===== src/rtl/ptst_pkg.sv =====
// ----------------------------------------------------------------------------
// ptst_pkg: shared types and constants of the polyline trail strip tessellator
// Item structs, controller states, datapath select codes and command/status.
// ----------------------------------------------------------------------------
package ptst_pkg;

    localparam int COORD_W   = 24;             // Q16.8 coordinates
    localparam int THICK_W   = 16;             // Q8.8 thickness
    localparam int COLOR_W   = 32;
    localparam int U_W       = 32;             // Q16.16 texture u
    localparam int TEXW_W    = 24;
    localparam int DELTA_W   = COORD_W + 1;
    localparam int PROD_W    = 2 * DELTA_W;
    localparam int D2_W      = PROD_W + 1;
    localparam int RAD_W     = 64;             // d2 << 14
    localparam int ROOT_W    = RAD_W / 2;
    localparam int SQ_REM_W  = ROOT_W + 3;
    localparam int DIV_W     = 48;
    localparam int OFF_W     = THICK_W + 1;    // offset magnitude, at most half thickness
    localparam int SUM_W     = COORD_W + 2;
    localparam int CNT_W     = 6;
    localparam logic [CNT_W-1:0] SQRT_STEPS = CNT_W'(ROOT_W - 1);
    localparam logic [CNT_W-1:0] DIV_STEPS  = CNT_W'(DIV_W - 1);
    localparam logic [TEXW_W-1:0] TEXW_RESET = TEXW_W'(256);

    typedef struct packed {
        logic                       first_point;
        logic signed [COORD_W-1:0]  point_x;
        logic signed [COORD_W-1:0]  point_y;
        logic [THICK_W-1:0]         point_thickness;
        logic [COLOR_W-1:0]         point_color;
    } in_item_t;

    typedef struct packed {
        logic signed [COORD_W-1:0]  vert_x;
        logic signed [COORD_W-1:0]  vert_y;
        logic [COLOR_W-1:0]         vert_color;
        logic [U_W-1:0]             tex_u;
        logic                       tex_v;
        logic                       last_vertex;
    } out_item_t;

    typedef enum logic [3:0] {
        S_IDLE, S_DELTA, S_CHECK, S_SQX, S_SQY, S_SQADD, S_SQRT_INIT, S_SQRT,
        S_DMUL, S_DINIT, S_DRUN, S_DSTORE, S_USUM, S_EMIT
    } ctrl_state_t;

    typedef enum logic [2:0] {
        MUL_AXAX, MUL_AYAY, MUL_AYPT, MUL_AXPT, MUL_AYCT, MUL_AXCT
    } mul_sel_t;

    typedef enum logic [2:0] {
        DIV_OPX, DIV_OPY, DIV_OCX, DIV_OCY, DIV_DU
    } div_sel_t;

    typedef enum logic [2:0] {
        V_P_PLUS, V_P_MINUS0, V_C_PLUS0, V_P_MINUS1, V_C_PLUS1, V_C_MINUS
    } vert_t;

    typedef struct packed {
        logic       load_in;
        logic       calc_delta;
        logic       mul_en;
        mul_sel_t   mul_sel;
        logic       d2_load;
        logic       d2_add;
        logic       sqrt_init;
        logic       sqrt_step;
        logic       div_init;
        logic       div_step;
        logic       div_store;
        div_sel_t   div_sel;
        logic       u_calc;
        logic       out_load;
        vert_t      vert;
        logic       store_first;
        logic       commit;
    } ptst_cmd_t;

    typedef struct packed {
        logic is_first;
        logic is_zero;
    } ptst_status_t;

endpackage


===== src/rtl/polyline_trail_strip_tessellator.sv =====
// ----------------------------------------------------------------------------
// polyline_trail_strip_tessellator: polyline points to two-triangle segments
// Controller plus datapath; one shared multiplier, root and divider unit.
// ----------------------------------------------------------------------------
// Usage:
//  - s_ channel takes one point item (first flag, Q16.8 x/y, Q8.8 thickness,
//    color). m_ channel gives vertex items, six per drawn segment, the sixth
//    flagged by last_vertex.
//  - cfg_wr_en/cfg_wr_data write the texture repeat width (Q16.8); write
//    only when idle.
//  - One item at a time. A first point or a repeated point passes IDLE,
//    DELTA and CHECK and gives no vertices. A segment point goes on through
//    the squares, the 32-step root (one bit per cycle) and five 48-step
//    divides through one shared restoring divider, then emits six vertices.
//    The serial divider sets the rate.
//  - Vertices leave through an output register; a stalled m_ready holds
//    the current vertex and pauses emission, nothing is dropped.
//  - Reset (aresetn low, synchronous) forgets the previous point, clears
//    running u and sets the texture width to 256.
// ----------------------------------------------------------------------------
module polyline_trail_strip_tessellator (
    input  logic                          aclk,
    input  logic                          aresetn,
    input  logic                          cfg_wr_en,
    input  logic [ptst_pkg::TEXW_W-1:0]   cfg_wr_data,
    input  logic                          s_valid,
    output logic                          s_ready,
    input  ptst_pkg::in_item_t            s_item,
    output logic                          m_valid,
    input  logic                          m_ready,
    output ptst_pkg::out_item_t           m_item
);

    ptst_pkg::ptst_cmd_t     cmd;
    ptst_pkg::ptst_status_t  status;

    // sequencer
    ptst_ctrl u_ctrl (
        .aclk    (aclk),
        .aresetn (aresetn),
        .s_valid (s_valid),
        .s_ready (s_ready),
        .m_valid (m_valid),
        .m_ready (m_ready),
        .status  (status),
        .cmd     (cmd)
    );

    // arithmetic, point state and output register
    ptst_datapath u_dp (
        .aclk        (aclk),
        .aresetn     (aresetn),
        .cfg_wr_en   (cfg_wr_en),
        .cfg_wr_data (cfg_wr_data),
        .s_item      (s_item),
        .cmd         (cmd),
        .status      (status),
        .m_item      (m_item)
    );

endmodule


===== src/rtl/ptst_datapath.sv =====
// ----------------------------------------------------------------------------
// ptst_datapath: point storage, shared multiplier, square root and divider
// Executes controller commands; holds the output register.
// ----------------------------------------------------------------------------
module ptst_datapath (
    input  logic                             aclk,
    input  logic                             aresetn,
    input  logic                             cfg_wr_en,
    input  logic [ptst_pkg::TEXW_W-1:0]      cfg_wr_data,
    input  ptst_pkg::in_item_t               s_item,
    input  ptst_pkg::ptst_cmd_t              cmd,
    output ptst_pkg::ptst_status_t           status,
    output ptst_pkg::out_item_t              m_item
);

    function automatic logic signed [ptst_pkg::COORD_W-1:0] sat_coord(
        input logic signed [ptst_pkg::SUM_W-1:0] v);
        logic signed [ptst_pkg::SUM_W-1:0] hi;
        logic signed [ptst_pkg::SUM_W-1:0] lo;
        hi = ptst_pkg::SUM_W'((2 ** (ptst_pkg::COORD_W - 1)) - 1);
        lo = -hi - ptst_pkg::SUM_W'(1);
        if (v > hi) begin
            return hi[ptst_pkg::COORD_W-1:0];
        end else if (v < lo) begin
            return lo[ptst_pkg::COORD_W-1:0];
        end
        return v[ptst_pkg::COORD_W-1:0];
    endfunction

    ptst_pkg::in_item_t                      cur_reg;
    logic signed [ptst_pkg::COORD_W-1:0]     prev_x_reg, prev_y_reg;
    logic [ptst_pkg::THICK_W-1:0]            prev_t_reg;
    logic [ptst_pkg::COLOR_W-1:0]            prev_c_reg;
    logic                                    have_prev_reg;
    logic [ptst_pkg::U_W-1:0]                run_u_reg, u1_reg;
    logic [ptst_pkg::TEXW_W-1:0]             texw_reg;
    logic signed [ptst_pkg::DELTA_W-1:0]     dx_reg, dy_reg;
    logic [ptst_pkg::PROD_W-1:0]             prod_reg;
    logic [ptst_pkg::D2_W-1:0]               d2_reg;
    logic [ptst_pkg::RAD_W-1:0]              rad_reg;
    logic [ptst_pkg::ROOT_W-1:0]             root_reg;
    logic [ptst_pkg::SQ_REM_W-1:0]           srem_reg;
    logic [ptst_pkg::DIV_W-1:0]              quo_reg, dden_reg, du_reg;
    logic [ptst_pkg::DIV_W:0]                drem_reg;
    logic [ptst_pkg::OFF_W-1:0]              opx_reg, opy_reg, ocx_reg, ocy_reg;
    ptst_pkg::out_item_t                     m_item_reg;

    logic [ptst_pkg::DELTA_W-1:0]            ax, ay, pt_ext, ct_ext, mul_a, mul_b;
    logic [ptst_pkg::SQ_REM_W-1:0]           srem_sh, trial;
    logic                                    sq_ge;
    logic [ptst_pkg::DIV_W:0]                dshift;
    logic                                    div_ge;
    logic [ptst_pkg::TEXW_W-1:0]             texw_eff;
    logic [ptst_pkg::DIV_W-1:0]              dnum, dden;
    logic [ptst_pkg::U_W:0]                  usum;
    logic                                    dx_pos;
    logic                                    use_cur, neg_off;
    logic signed [ptst_pkg::COORD_W-1:0]     bx, by;
    logic [ptst_pkg::OFF_W-1:0]              mx, my;
    logic                                    nx, ny;
    logic signed [ptst_pkg::SUM_W-1:0]       offx, offy, vx, vy;
    ptst_pkg::out_item_t                     vert;

    assign ax = dx_reg[ptst_pkg::DELTA_W-1] ? ptst_pkg::DELTA_W'(-dx_reg)
                                            : ptst_pkg::DELTA_W'(dx_reg);
    assign ay = dy_reg[ptst_pkg::DELTA_W-1] ? ptst_pkg::DELTA_W'(-dy_reg)
                                            : ptst_pkg::DELTA_W'(dy_reg);
    assign pt_ext = ptst_pkg::DELTA_W'(prev_t_reg);
    assign ct_ext = ptst_pkg::DELTA_W'(cur_reg.point_thickness);

    always_comb begin
        unique case (cmd.mul_sel)
            ptst_pkg::MUL_AXAX: begin mul_a = ax; mul_b = ax;     end
            ptst_pkg::MUL_AYAY: begin mul_a = ay; mul_b = ay;     end
            ptst_pkg::MUL_AYPT: begin mul_a = ay; mul_b = pt_ext; end
            ptst_pkg::MUL_AXPT: begin mul_a = ax; mul_b = pt_ext; end
            ptst_pkg::MUL_AYCT: begin mul_a = ay; mul_b = ct_ext; end
            ptst_pkg::MUL_AXCT: begin mul_a = ax; mul_b = ct_ext; end
            default:            begin mul_a = ax; mul_b = ax;     end
        endcase
    end

    // restoring square root, one result bit per step
    assign srem_sh = {srem_reg[ptst_pkg::SQ_REM_W-3:0], rad_reg[ptst_pkg::RAD_W-1 -: 2]};
    assign trial   = {1'b0, root_reg, 2'b01};
    assign sq_ge   = srem_sh >= trial;

    // divider operands: rounded offsets, or rounded du
    assign texw_eff = (texw_reg == '0) ? ptst_pkg::TEXW_W'(1) : texw_reg;
    always_comb begin
        if (cmd.div_sel == ptst_pkg::DIV_DU) begin
            dnum = {7'd0, root_reg, 9'd0} + ptst_pkg::DIV_W'(texw_eff >> 1);
            dden = ptst_pkg::DIV_W'(texw_eff);
        end else begin
            dnum = {prod_reg[40:0], 7'd0} + ptst_pkg::DIV_W'(root_reg);
            dden = {15'd0, root_reg, 1'b0};
        end
    end

    assign dshift = {drem_reg[ptst_pkg::DIV_W-1:0], quo_reg[ptst_pkg::DIV_W-1]};
    assign div_ge = dshift >= {1'b0, dden_reg};
    assign usum   = {1'b0, run_u_reg} + {1'b0, du_reg[ptst_pkg::U_W-1:0]};
    assign dx_pos = !dx_reg[ptst_pkg::DELTA_W-1] && (dx_reg != '0);

    // vertex assembly
    always_comb begin
        use_cur = 1'b0;
        neg_off = 1'b0;
        unique case (cmd.vert)
            ptst_pkg::V_P_PLUS:   begin use_cur = 1'b0; neg_off = 1'b0; end
            ptst_pkg::V_P_MINUS0: begin use_cur = 1'b0; neg_off = 1'b1; end
            ptst_pkg::V_C_PLUS0:  begin use_cur = 1'b1; neg_off = 1'b0; end
            ptst_pkg::V_P_MINUS1: begin use_cur = 1'b0; neg_off = 1'b1; end
            ptst_pkg::V_C_PLUS1:  begin use_cur = 1'b1; neg_off = 1'b0; end
            ptst_pkg::V_C_MINUS:  begin use_cur = 1'b1; neg_off = 1'b1; end
            default:              begin use_cur = 1'b0; neg_off = 1'b0; end
        endcase
        bx = use_cur ? cur_reg.point_x : prev_x_reg;
        by = use_cur ? cur_reg.point_y : prev_y_reg;
        mx = use_cur ? ocx_reg : opx_reg;
        my = use_cur ? ocy_reg : opy_reg;
        // x offset follows dy's sign, y offset follows -dx's sign
        nx = dy_reg[ptst_pkg::DELTA_W-1] ^ neg_off;
        ny = dx_pos ^ neg_off;
        offx = nx ? -$signed(ptst_pkg::SUM_W'(mx)) : $signed(ptst_pkg::SUM_W'(mx));
        offy = ny ? -$signed(ptst_pkg::SUM_W'(my)) : $signed(ptst_pkg::SUM_W'(my));
        vx = ptst_pkg::SUM_W'(bx) + offx;
        vy = ptst_pkg::SUM_W'(by) + offy;
        vert.vert_x      = sat_coord(vx);
        vert.vert_y      = sat_coord(vy);
        vert.vert_color  = use_cur ? cur_reg.point_color : prev_c_reg;
        vert.tex_u       = use_cur ? u1_reg : run_u_reg;
        vert.tex_v       = !neg_off;
        vert.last_vertex = (cmd.vert == ptst_pkg::V_C_MINUS);
    end

    // control-type state
    always_ff @(posedge aclk) begin
        if (!aresetn) begin
            have_prev_reg <= 1'b0;
            run_u_reg     <= '0;
            texw_reg      <= ptst_pkg::TEXW_RESET;
            prev_x_reg    <= '0;
            prev_y_reg    <= '0;
            prev_t_reg    <= '0;
            prev_c_reg    <= '0;
        end else begin
            if (cfg_wr_en) begin
                texw_reg <= cfg_wr_data;
            end
            if (cmd.store_first || cmd.commit) begin
                have_prev_reg <= 1'b1;
                prev_x_reg    <= cur_reg.point_x;
                prev_y_reg    <= cur_reg.point_y;
                prev_t_reg    <= cur_reg.point_thickness;
                prev_c_reg    <= cur_reg.point_color;
                run_u_reg     <= cmd.commit ? u1_reg : '0;
            end
        end
    end

    // payload registers
    always_ff @(posedge aclk) begin
        if (cmd.load_in) begin
            cur_reg <= s_item;
        end
        if (cmd.calc_delta) begin
            dx_reg <= ptst_pkg::DELTA_W'(cur_reg.point_x) - ptst_pkg::DELTA_W'(prev_x_reg);
            dy_reg <= ptst_pkg::DELTA_W'(cur_reg.point_y) - ptst_pkg::DELTA_W'(prev_y_reg);
        end
        if (cmd.mul_en) begin
            prod_reg <= mul_a * mul_b;
        end
        if (cmd.d2_load) begin
            d2_reg <= ptst_pkg::D2_W'(prod_reg);
        end else if (cmd.d2_add) begin
            d2_reg <= d2_reg + ptst_pkg::D2_W'(prod_reg);
        end
        if (cmd.sqrt_init) begin
            rad_reg  <= {d2_reg[ptst_pkg::RAD_W-15:0], 14'd0};
            root_reg <= '0;
            srem_reg <= '0;
        end else if (cmd.sqrt_step) begin
            rad_reg  <= {rad_reg[ptst_pkg::RAD_W-3:0], 2'b00};
            root_reg <= {root_reg[ptst_pkg::ROOT_W-2:0], sq_ge};
            srem_reg <= sq_ge ? (srem_sh - trial) : srem_sh;
        end
        if (cmd.div_init) begin
            quo_reg  <= dnum;
            dden_reg <= dden;
            drem_reg <= '0;
        end else if (cmd.div_step) begin
            quo_reg  <= {quo_reg[ptst_pkg::DIV_W-2:0], div_ge};
            drem_reg <= div_ge ? (dshift - {1'b0, dden_reg}) : dshift;
        end
        if (cmd.div_store) begin
            unique case (cmd.div_sel)
                ptst_pkg::DIV_OPX: opx_reg <= quo_reg[ptst_pkg::OFF_W-1:0];
                ptst_pkg::DIV_OPY: opy_reg <= quo_reg[ptst_pkg::OFF_W-1:0];
                ptst_pkg::DIV_OCX: ocx_reg <= quo_reg[ptst_pkg::OFF_W-1:0];
                ptst_pkg::DIV_OCY: ocy_reg <= quo_reg[ptst_pkg::OFF_W-1:0];
                ptst_pkg::DIV_DU:  du_reg  <= quo_reg;
                default:           du_reg  <= quo_reg;
            endcase
        end
        if (cmd.u_calc) begin
            u1_reg <= ((|du_reg[ptst_pkg::DIV_W-1:ptst_pkg::U_W]) || usum[ptst_pkg::U_W])
                      ? '1 : usum[ptst_pkg::U_W-1:0];
        end
        if (cmd.out_load) begin
            m_item_reg <= vert;
        end
    end

    assign status.is_first = cur_reg.first_point || !have_prev_reg;
    assign status.is_zero  = (dx_reg == '0) && (dy_reg == '0);
    assign m_item          = m_item_reg;

endmodule


===== src/rtl/ptst_ctrl.sv =====
// ----------------------------------------------------------------------------
// ptst_ctrl: sequencing state machine
// Steps the datapath through delta, squares, root, five divides and emission.
// ----------------------------------------------------------------------------
module ptst_ctrl (
    input  logic                    aclk,
    input  logic                    aresetn,
    input  logic                    s_valid,
    output logic                    s_ready,
    output logic                    m_valid,
    input  logic                    m_ready,
    input  ptst_pkg::ptst_status_t  status,
    output ptst_pkg::ptst_cmd_t     cmd
);

    ptst_pkg::ctrl_state_t          state_reg, state_next;
    logic [ptst_pkg::CNT_W-1:0]     cnt_reg, cnt_next;
    ptst_pkg::div_sel_t             k_reg, k_next;
    ptst_pkg::vert_t                vidx_reg, vidx_next;
    logic                           m_valid_reg, m_valid_next;
    logic                           out_free;

    assign out_free = !m_valid_reg || m_ready;

    // next state
    always_comb begin
        state_next = state_reg;
        unique case (state_reg)
            ptst_pkg::S_IDLE:      if (s_valid) state_next = ptst_pkg::S_DELTA;
            ptst_pkg::S_DELTA:     state_next = ptst_pkg::S_CHECK;
            ptst_pkg::S_CHECK: begin
                if (status.is_first || status.is_zero) state_next = ptst_pkg::S_IDLE;
                else                                   state_next = ptst_pkg::S_SQX;
            end
            ptst_pkg::S_SQX:       state_next = ptst_pkg::S_SQY;
            ptst_pkg::S_SQY:       state_next = ptst_pkg::S_SQADD;
            ptst_pkg::S_SQADD:     state_next = ptst_pkg::S_SQRT_INIT;
            ptst_pkg::S_SQRT_INIT: state_next = ptst_pkg::S_SQRT;
            ptst_pkg::S_SQRT:      if (cnt_reg == '0) state_next = ptst_pkg::S_DMUL;
            ptst_pkg::S_DMUL:      state_next = ptst_pkg::S_DINIT;
            ptst_pkg::S_DINIT:     state_next = ptst_pkg::S_DRUN;
            ptst_pkg::S_DRUN:      if (cnt_reg == '0) state_next = ptst_pkg::S_DSTORE;
            ptst_pkg::S_DSTORE: begin
                if (k_reg == ptst_pkg::DIV_DU) state_next = ptst_pkg::S_USUM;
                else                           state_next = ptst_pkg::S_DMUL;
            end
            ptst_pkg::S_USUM:      state_next = ptst_pkg::S_EMIT;
            ptst_pkg::S_EMIT: begin
                if (out_free && vidx_reg == ptst_pkg::V_C_MINUS) state_next = ptst_pkg::S_IDLE;
            end
            default:               state_next = ptst_pkg::S_IDLE;
        endcase
    end

    // outputs and counters
    always_comb begin
        cmd          = '0;
        cmd.mul_sel  = ptst_pkg::MUL_AXAX;
        cmd.div_sel  = k_reg;
        cmd.vert     = vidx_reg;
        cnt_next     = cnt_reg;
        k_next       = k_reg;
        vidx_next    = vidx_reg;
        s_ready      = 1'b0;
        unique case (k_reg)
            ptst_pkg::DIV_OPX: cmd.mul_sel = ptst_pkg::MUL_AYPT;
            ptst_pkg::DIV_OPY: cmd.mul_sel = ptst_pkg::MUL_AXPT;
            ptst_pkg::DIV_OCX: cmd.mul_sel = ptst_pkg::MUL_AYCT;
            ptst_pkg::DIV_OCY: cmd.mul_sel = ptst_pkg::MUL_AXCT;
            default:           cmd.mul_sel = ptst_pkg::MUL_AXAX;
        endcase
        unique case (state_reg)
            ptst_pkg::S_IDLE: begin
                s_ready     = 1'b1;
                cmd.load_in = s_valid;
            end
            ptst_pkg::S_DELTA: cmd.calc_delta = 1'b1;
            ptst_pkg::S_CHECK: cmd.store_first = status.is_first;
            ptst_pkg::S_SQX: begin
                cmd.mul_en  = 1'b1;
                cmd.mul_sel = ptst_pkg::MUL_AXAX;
            end
            ptst_pkg::S_SQY: begin
                cmd.mul_en  = 1'b1;
                cmd.mul_sel = ptst_pkg::MUL_AYAY;
                cmd.d2_load = 1'b1;
            end
            ptst_pkg::S_SQADD: cmd.d2_add = 1'b1;
            ptst_pkg::S_SQRT_INIT: begin
                cmd.sqrt_init = 1'b1;
                cnt_next      = ptst_pkg::SQRT_STEPS;
            end
            ptst_pkg::S_SQRT: begin
                cmd.sqrt_step = 1'b1;
                cnt_next      = cnt_reg - 1'b1;
                k_next        = ptst_pkg::DIV_OPX;
            end
            ptst_pkg::S_DMUL: cmd.mul_en = 1'b1;
            ptst_pkg::S_DINIT: begin
                cmd.div_init = 1'b1;
                cnt_next     = ptst_pkg::DIV_STEPS;
            end
            ptst_pkg::S_DRUN: begin
                cmd.div_step = 1'b1;
                cnt_next     = cnt_reg - 1'b1;
            end
            ptst_pkg::S_DSTORE: begin
                cmd.div_store = 1'b1;
                if (k_reg != ptst_pkg::DIV_DU) begin
                    k_next = ptst_pkg::div_sel_t'(3'(k_reg + 3'd1));
                end
            end
            ptst_pkg::S_USUM: begin
                cmd.u_calc = 1'b1;
                vidx_next  = ptst_pkg::V_P_PLUS;
            end
            ptst_pkg::S_EMIT: begin
                if (out_free) begin
                    cmd.out_load = 1'b1;
                    if (vidx_reg == ptst_pkg::V_C_MINUS) begin
                        cmd.commit = 1'b1;
                    end else begin
                        vidx_next = ptst_pkg::vert_t'(3'(vidx_reg + 3'd1));
                    end
                end
            end
            default: ;
        endcase
        m_valid_next = cmd.out_load ? 1'b1 : (m_ready ? 1'b0 : m_valid_reg);
    end

    always_ff @(posedge aclk) begin
        if (!aresetn) begin
            state_reg   <= ptst_pkg::S_IDLE;
            cnt_reg     <= '0;
            k_reg       <= ptst_pkg::DIV_OPX;
            vidx_reg    <= ptst_pkg::V_P_PLUS;
            m_valid_reg <= 1'b0;
        end else begin
            state_reg   <= state_next;
            cnt_reg     <= cnt_next;
            k_reg       <= k_next;
            vidx_reg    <= vidx_next;
            m_valid_reg <= m_valid_next;
        end
    end

    assign m_valid = m_valid_reg;

endmodule


===== config.mk =====
export PLATFORM = sky130hd
export DESIGN_NAME = polyline_trail_strip_tessellator
export DESIGN_NICKNAME = d
export VERILOG_FILES = /design/src/rtl/ptst_pkg.sv /design/src/rtl/polyline_trail_strip_tessellator.sv /design/src/rtl/ptst_datapath.sv /design/src/rtl/ptst_ctrl.sv
export SDC_FILE = /design/constraint.sdc
export NUM_CORES = 2
export LEC_CHECK = 0
export ABC_AREA = 1
export BUFFER_PORTS_ARGS = -buffer_cell sky130_fd_sc_hd__buf_2
export CELL_PAD_IN_SITES_DETAIL_PLACEMENT = 1
export CELL_PAD_IN_SITES_GLOBAL_PLACEMENT = 2
export CORE_MARGIN = 10
export CORE_UTILIZATION = 39
export CTS_BUF_LIST = sky130_fd_sc_hd__clkbuf_4 sky130_fd_sc_hd__clkbuf_8
export CTS_CLUSTER_SIZE = 10
export DETAILED_ROUTE_END_ITERATION = 16
export PLACE_DENSITY_LB_ADDON = 0.2
export RECOVER_POWER = 25
export SETUP_SLACK_MARGIN = 0.3
export SYNTH_ARGS = -nofsm -noshare
export SYNTH_HDL_FRONTEND = slang
export SYNTH_SLANG_ARGS = --single-unit

===== constraint.sdc =====
create_clock -name aclk -period 8.6 [get_ports aclk]
set_input_delay 0.43 -clock aclk [delete_from_list [all_inputs] [get_ports aclk]]
set_output_delay 0.43 -clock aclk [all_outputs]
set_load 0.005 [all_outputs]

---- Word-level counts from Yosys, hierarchy flattened ----
Index checks and enable logic that the tools add are counted.
W data, S select, Z words.
cells by class
  $mul .................................... 1
  bitwise gates (word level) .............. 3
  reductions and logical operators ........ 43
  order comparisons ....................... 6
  equality and inequality tests ........... 35
  multiplexer cells ....................... 71
  $add $sub $neg .......................... 17
operators with widths
  operator                number
  $mux W24                10
  $mux W48                4
  $mux W64                2
  $mux W50                2
  $mux W32                3
  $mux W25                3
  $pmux W25 S3            1
  $pmux W4 S14            1
  $add A24 B26 Y26        2
  $gt A26 B24 Y1 const B  2
  $lt A26 B24 Y1 const B  2
  $mux W26                2
  $neg A17 Y26            2
  $add A51 B50 Y51        1
  $logic_not A25 Y1       2
  $mul A25 B25 Y50        1
  $neg A25 Y25            2
  $sub A24 B24 Y25        2
  $ge A49 B48 Y1          1
  $add A48 B32 Y48        1
  $sub A48 B48 Y48        1
  $add A41 B23 Y42        1
  $ge A35 B34 Y1          1
  $mux W17                2
  other kinds (41)        125
word-level totals
  register bits ........................... 939

---- Depth between registers and ports, before layout ----
  depth in word-level cells ............... 11
  depth in mapped cells ................... 41
  gate-level depth less buffers ........... 39

---- Hierarchy ----
From an unflattened synthesis, not the netlist that was laid out.
second synthesis, totals
  cell total of the unflattened synthesis .. 9993
  area, all modules ....................... 77569.4 µm²
by module, submodules not included
  module         cells an instance  sequential area each (µm²)  area each (µm²)  times used
  ptst_datapath  9805               24543.5                     76311.9          1
  ptst_ctrl      188                340.3                       1257.5           1

---- Worst setup path after synthesis ----
No wires, ideal clock.
  path type ............................... register -> register
  start point ............................. register u_ctrl.k_reg[0]
  end point ............................... register u_dp.prod_reg[32] in the netlist's numbering (data pin)
  clock period less this slack ............ 7552 ps
  stages on the path, launching flop included .. 38
  arrival ................................. 7293 ps
  path slack .............................. 1048 ps
  path buffers ............................ 2
  setup time .............................. 259 ps
  cells stage by stage .................... dfxtp_1 ha_1 ha_1 a21oi_2 a21oi_4 nand2_1 inv_2 o21ai_4 inv_4 buf_2 nand2_1 nand2_2 inv_1 buf_2 nand2_1 fa_1 inv_1 fa_1 [... 2 more ...] fa_1 inv_1 fa_1 fa_1 inv_1 fa_1 inv_1 ha_1 nand2_1 nor2_1 inv_1 nor2_1 inv_1 nor4_1 nand2_1 nand3_1 a21oi_1 xnor2_1
on the way
  longest elaborated chain between the ends .. 7
  elaborated cells on any way between the ends .. 17
RTL lines
  element                                                                line                  text
  start, declared                                                        ptst_ctrl.sv:18       ptst_pkg::div_sel_t k_reg, k_next;
  start signal, assigned                                                 ptst_ctrl.sv:136      k_reg <= ptst_pkg::DIV_OPX;
  start signal, assigned                                                 ptst_ctrl.sv:142      k_reg <= k_next;
  $eq A3 B2 Y1, or another cell as far along                             ptst_ctrl.sv:65       unique case (k_reg)
  $pmux W3 S4 (*)                                                        ptst_ctrl.sv:65
  $pmux W3 S2 (*)                                                        ptst_ctrl.sv:72       unique case (state_reg)
  $eq A3 B3 Y1, or another cell as far along                             ptst_datapath.sv:72   unique case (cmd.mul_sel)
  $reduce_or A2 Y1 (no line) / $reduce_or A3 Y1 (equally long branches)  n/a
  $pmux W25 S3 / $mux W25 (equally long branches)                        ptst_datapath.sv:72
  $mul A25 B25 Y50 (*)                                                   ptst_datapath.sv:172  prod_reg <= mul_a * mul_b;
  end signal, assigned                                                   ptst_datapath.sv:172
  end, declared                                                          ptst_datapath.sv:38   logic [ptst_pkg::PROD_W-1:0] prod_reg;
Every way passes the cells marked *; elsewhere a longest branch is shown, timed or not.
A chain may end at the register's enable or synchronous reset.

---- Final worst setup path ----
  start point ............................. register u_ctrl.k_reg[0]
  end point ............................... register u_dp.prod_reg[36] in the netlist's numbering (data pin)
The elaborated chain is that of the path after synthesis.

==> reports/qor.yml <==
global_routing:
  grt_pass1_vias: 73330
  grt_start_max_net_pins: 108
  use_met1_pct: 37.38
  grtUsageMet3_pct: 3.471
  busiest_layer: "met2"
  grt_pass1_wl_mm: 455.0
  track_usage_pct: 26.90
  antenna_found_initial: 9
  use_met2_pct: 43.77
  grt-ovfl-total: 0
clock_tree:
  root_buffer: "clkbuf_8"
  cts_buffers: 177
  cts_tree: "done"
  path_clk_slew_ns: 0.06
  worstSkewPairLatency_ns: 0.98
  cts.path.max_buffers: 3
  htreeDepth: 4
  cts_num_sinks: 923
sta:
  maxSlewViolCount: 344
  period_share_pct: 94.08
  finClkSkew_ns: 0.06867
  fin_setup_tns_ns: 0
  worstMarginPinSlew_ns: 3.709
  finalSetupViolCount: 0
  rsz0062_at_grt: "true"
  hold-worst-slack_ns: 0.1069
  maxSlewHeadroom_pct: -147.3
  finalCriticalPeriod_ns: 8.091
  finalHoldViolations: 0
  fmax_mhz: 123.6
finish:
  largest_reg_flops: 114
  final_net_count: 11710
  fill_cells: 24340
  area_growth_pct: 15.33
  drive_gt1_share_pct: 10.42
synthesis:
  synth-edff-count: 640
  ys.warnings.count: 0
  synth_common_cells: "2436 x nand2_1, 1618 x inv_1, 1107 x nor2_1"
  synthesis.area_um2: 77890
  synth_top_area_share_pct: 24.68
  synth_area_per_cell_um2: 7.755
  synth_cell_types: 66
  synth_async_sr_flop_share_pct: 0
  ys_seq_elements: 923
  synthTopCellsByArea: "edfxtp_1 25%, fa_1 14%, nand2_1 12%"
  synth_ff_type: "edfxtp_1"
  syn_inst: 10040
  synth.most_common_cell: "nand2_1"
  synth-seq-area-share_pct: 31.95
  yosys.area.top_type: "edfxtp_1"
status:
  violations: "max-capacitance violations, max-slew violations"
  status: "complete, but fails checks"
worst_setup_path:
  crit_top_cell: "fa_1"
  reg2reg_slack_ns: 0.51
  required_ns: 9.32
  worst-path-max-fanout: 7
  cp_data_arrival_time_ns: 8.81
  cp_slowest_cell: "fa_1"
  crit_path_end_kind: "flip-flop"
  critPathMaxStageDelay_ns: 0.54
  criticalPathCategory: "flip-flop to flip-flop"
  worst_setup_path_start_kind: "flip-flop"
routing:
  wl_per_cell_um: 22.49
  drcViolationCount: 0
  vias: 70030
  ant_nets: 0
  drt_first_pass_iters: 5
  viasPerCell: 5.238
  drtIter0Drc: 4632
  wl_mm: 300.6
placement:
  gp_congestion: 0.9406
  port_buffers: 241
  dp_hpwl_mm: 238.0
power:
  ir_drop_mv: 0.5697
  power.static_leakage_nw: 41.63
  powerDensity_nw_per_um2: 329.8
run:
  drv_cap: 7
floorplanning:
  die_width_um: 466.9
  floorplan.rows: 163
  num_io_pins: 242
  start_util_pct: 39.33
  die_h_um: 466.9
  core_um2: 198000
  die_area_um2: 218000
worst_hold_path:
  hold_path.class: "input pin to flip-flop"
layer usage:
layer / share of wire (%) / vias to the layer above
li1: - / 33190
met1: 46 / 34910
met2: 46 / 1535
met3: 4.9 / 402
met4: 3.0 / 0
met5: 0 / -
path summary, 6_finish.rpt:
| check | start | endpoint | depth (start not counted) |
|---|---|---|---|
| worst min register to register | u_dp.quo_reg[33] | u_dp.du_reg[33] | 0 |
| worst max-delay path | u_ctrl.k_reg[0] | u_dp.prod_reg[36] | 35 |
| worst max register to register | u_ctrl.k_reg[0] | u_dp.prod_reg[36] | 35 |
| worst min-delay path | cfg_wr_en | u_dp.texw_reg[11] | 4 |
logic make-up after synthesis:
logic type | count (synthesis) | synth area share [%]
other | 2 | 0.009642
and+or+nand+nor | 4345 | 22.79
DFF | 923 | 31.95
xor gates and xnor gates | 303 | 3.407
adders and majority gates | 1021 | 21.56
AOI/OAI and AO/OA | 1494 | 10.55
buffers and inverters | 1955 | 9.738
placed cells by master, fill, tap and decap left out, types with 34 or more instances in the layout:
master,count
nand2_1,2411
edfxtp_1,640
dfxtp_1,280
nor3_1,92
xor2_1,203
fa_1,517
xnor2_1,87
buf_4,208
inv_2,36
dlygate4sd3_1,128
buf_2,194
or2_2,35
o21ai_0,575
clkbuf_8,191
clkbuf_4,54
a31oi_1,60
nand4_1,124
inv_1,1592
o21ai_1,34
nor2_1,1049
nor2_2,46
o21bai_1,48
nand3_1,433
a21o_1,55
clkbuf_1,57
ha_1,466
a21oi_1,560
stage by stage:
| step | total power, mW | setup WS (ns) | instance area (um2) | instances | utilization (%) |
|---|---|---|---|---|---|
| 3_5_place_dp | 22.57 | -0.2760 | 82760 | 12830 | 41.79 |
| 2_1_floorplan | 16.50 | 1.048 | 77930 | 10060 | - |
| 3_3_place_gp | 22.39 | -0.2301 | 82760 | 12830 | 41.79 |
| 6_report | 29.63 | 0.5094 | 89830 | 13370 | 45.36 |
| 4_1_cts | 28.05 | 0.2947 | 88550 | 13310 | 44.71 |
| 5_1_grt | 32.00 | 0.1305 | 89830 | 13370 | 45.36 |
power breakdown:
group / leakage (nW) / total, mW / switching [mW] / internal, mW
Combinational: 31.4 / 18.7 / 11.9 / 6.82
Clock: 2.06 / 4.92 / 2.25 / 2.67
Sequential: 8.22 / 5.99 / 0.449 / 5.54
Total: 41.6 / 29.6 / 14.6 / 15.0
what timing repair did:
item,4_1_cts,5_1_grt
endpoints found under the setup margin,33,32
hold buffers,128,0
cloned,2,2
buffers inserted,16,48
endpoints found under the hold margin,125,0
gates resized for setup,95,258
pin swaps,10,68
cell type report:
| type | count | area, um2 | area share [%] |
|---|---|---|---|
| antenna | 7 | 17.52 | 0.01950 |
| clock buffer | 245 | 3034 | 3.378 |
| clock inverter | 90 | 888.4 | 0.9889 |
| inverter | 1654 | 6290 | 7.002 |
| multi-input combinational | 7178 | 46650 | 51.94 |
| sequential | 923 | 24890 | 27.71 |
| tap | 2640 | 3303 | 3.677 |
| timing repair buffer | 631 | 4748 | 5.286 |
| timing repair inverter | 1 | 6.256 | 0.006964 |
worst max-delay path, delay by kind of cell, from the launching register on:
family                     cells  cell delay [ns]
and+or+nand+nor                6             0.52
adders and majority gates     10             4.29
AOI/OAI and AO/OA              8             1.49
buffers and inverters         10             1.05
DFF                            1             0.34
xor gates and xnor gates       1             0.14
(Power assumes the default switching activity.)
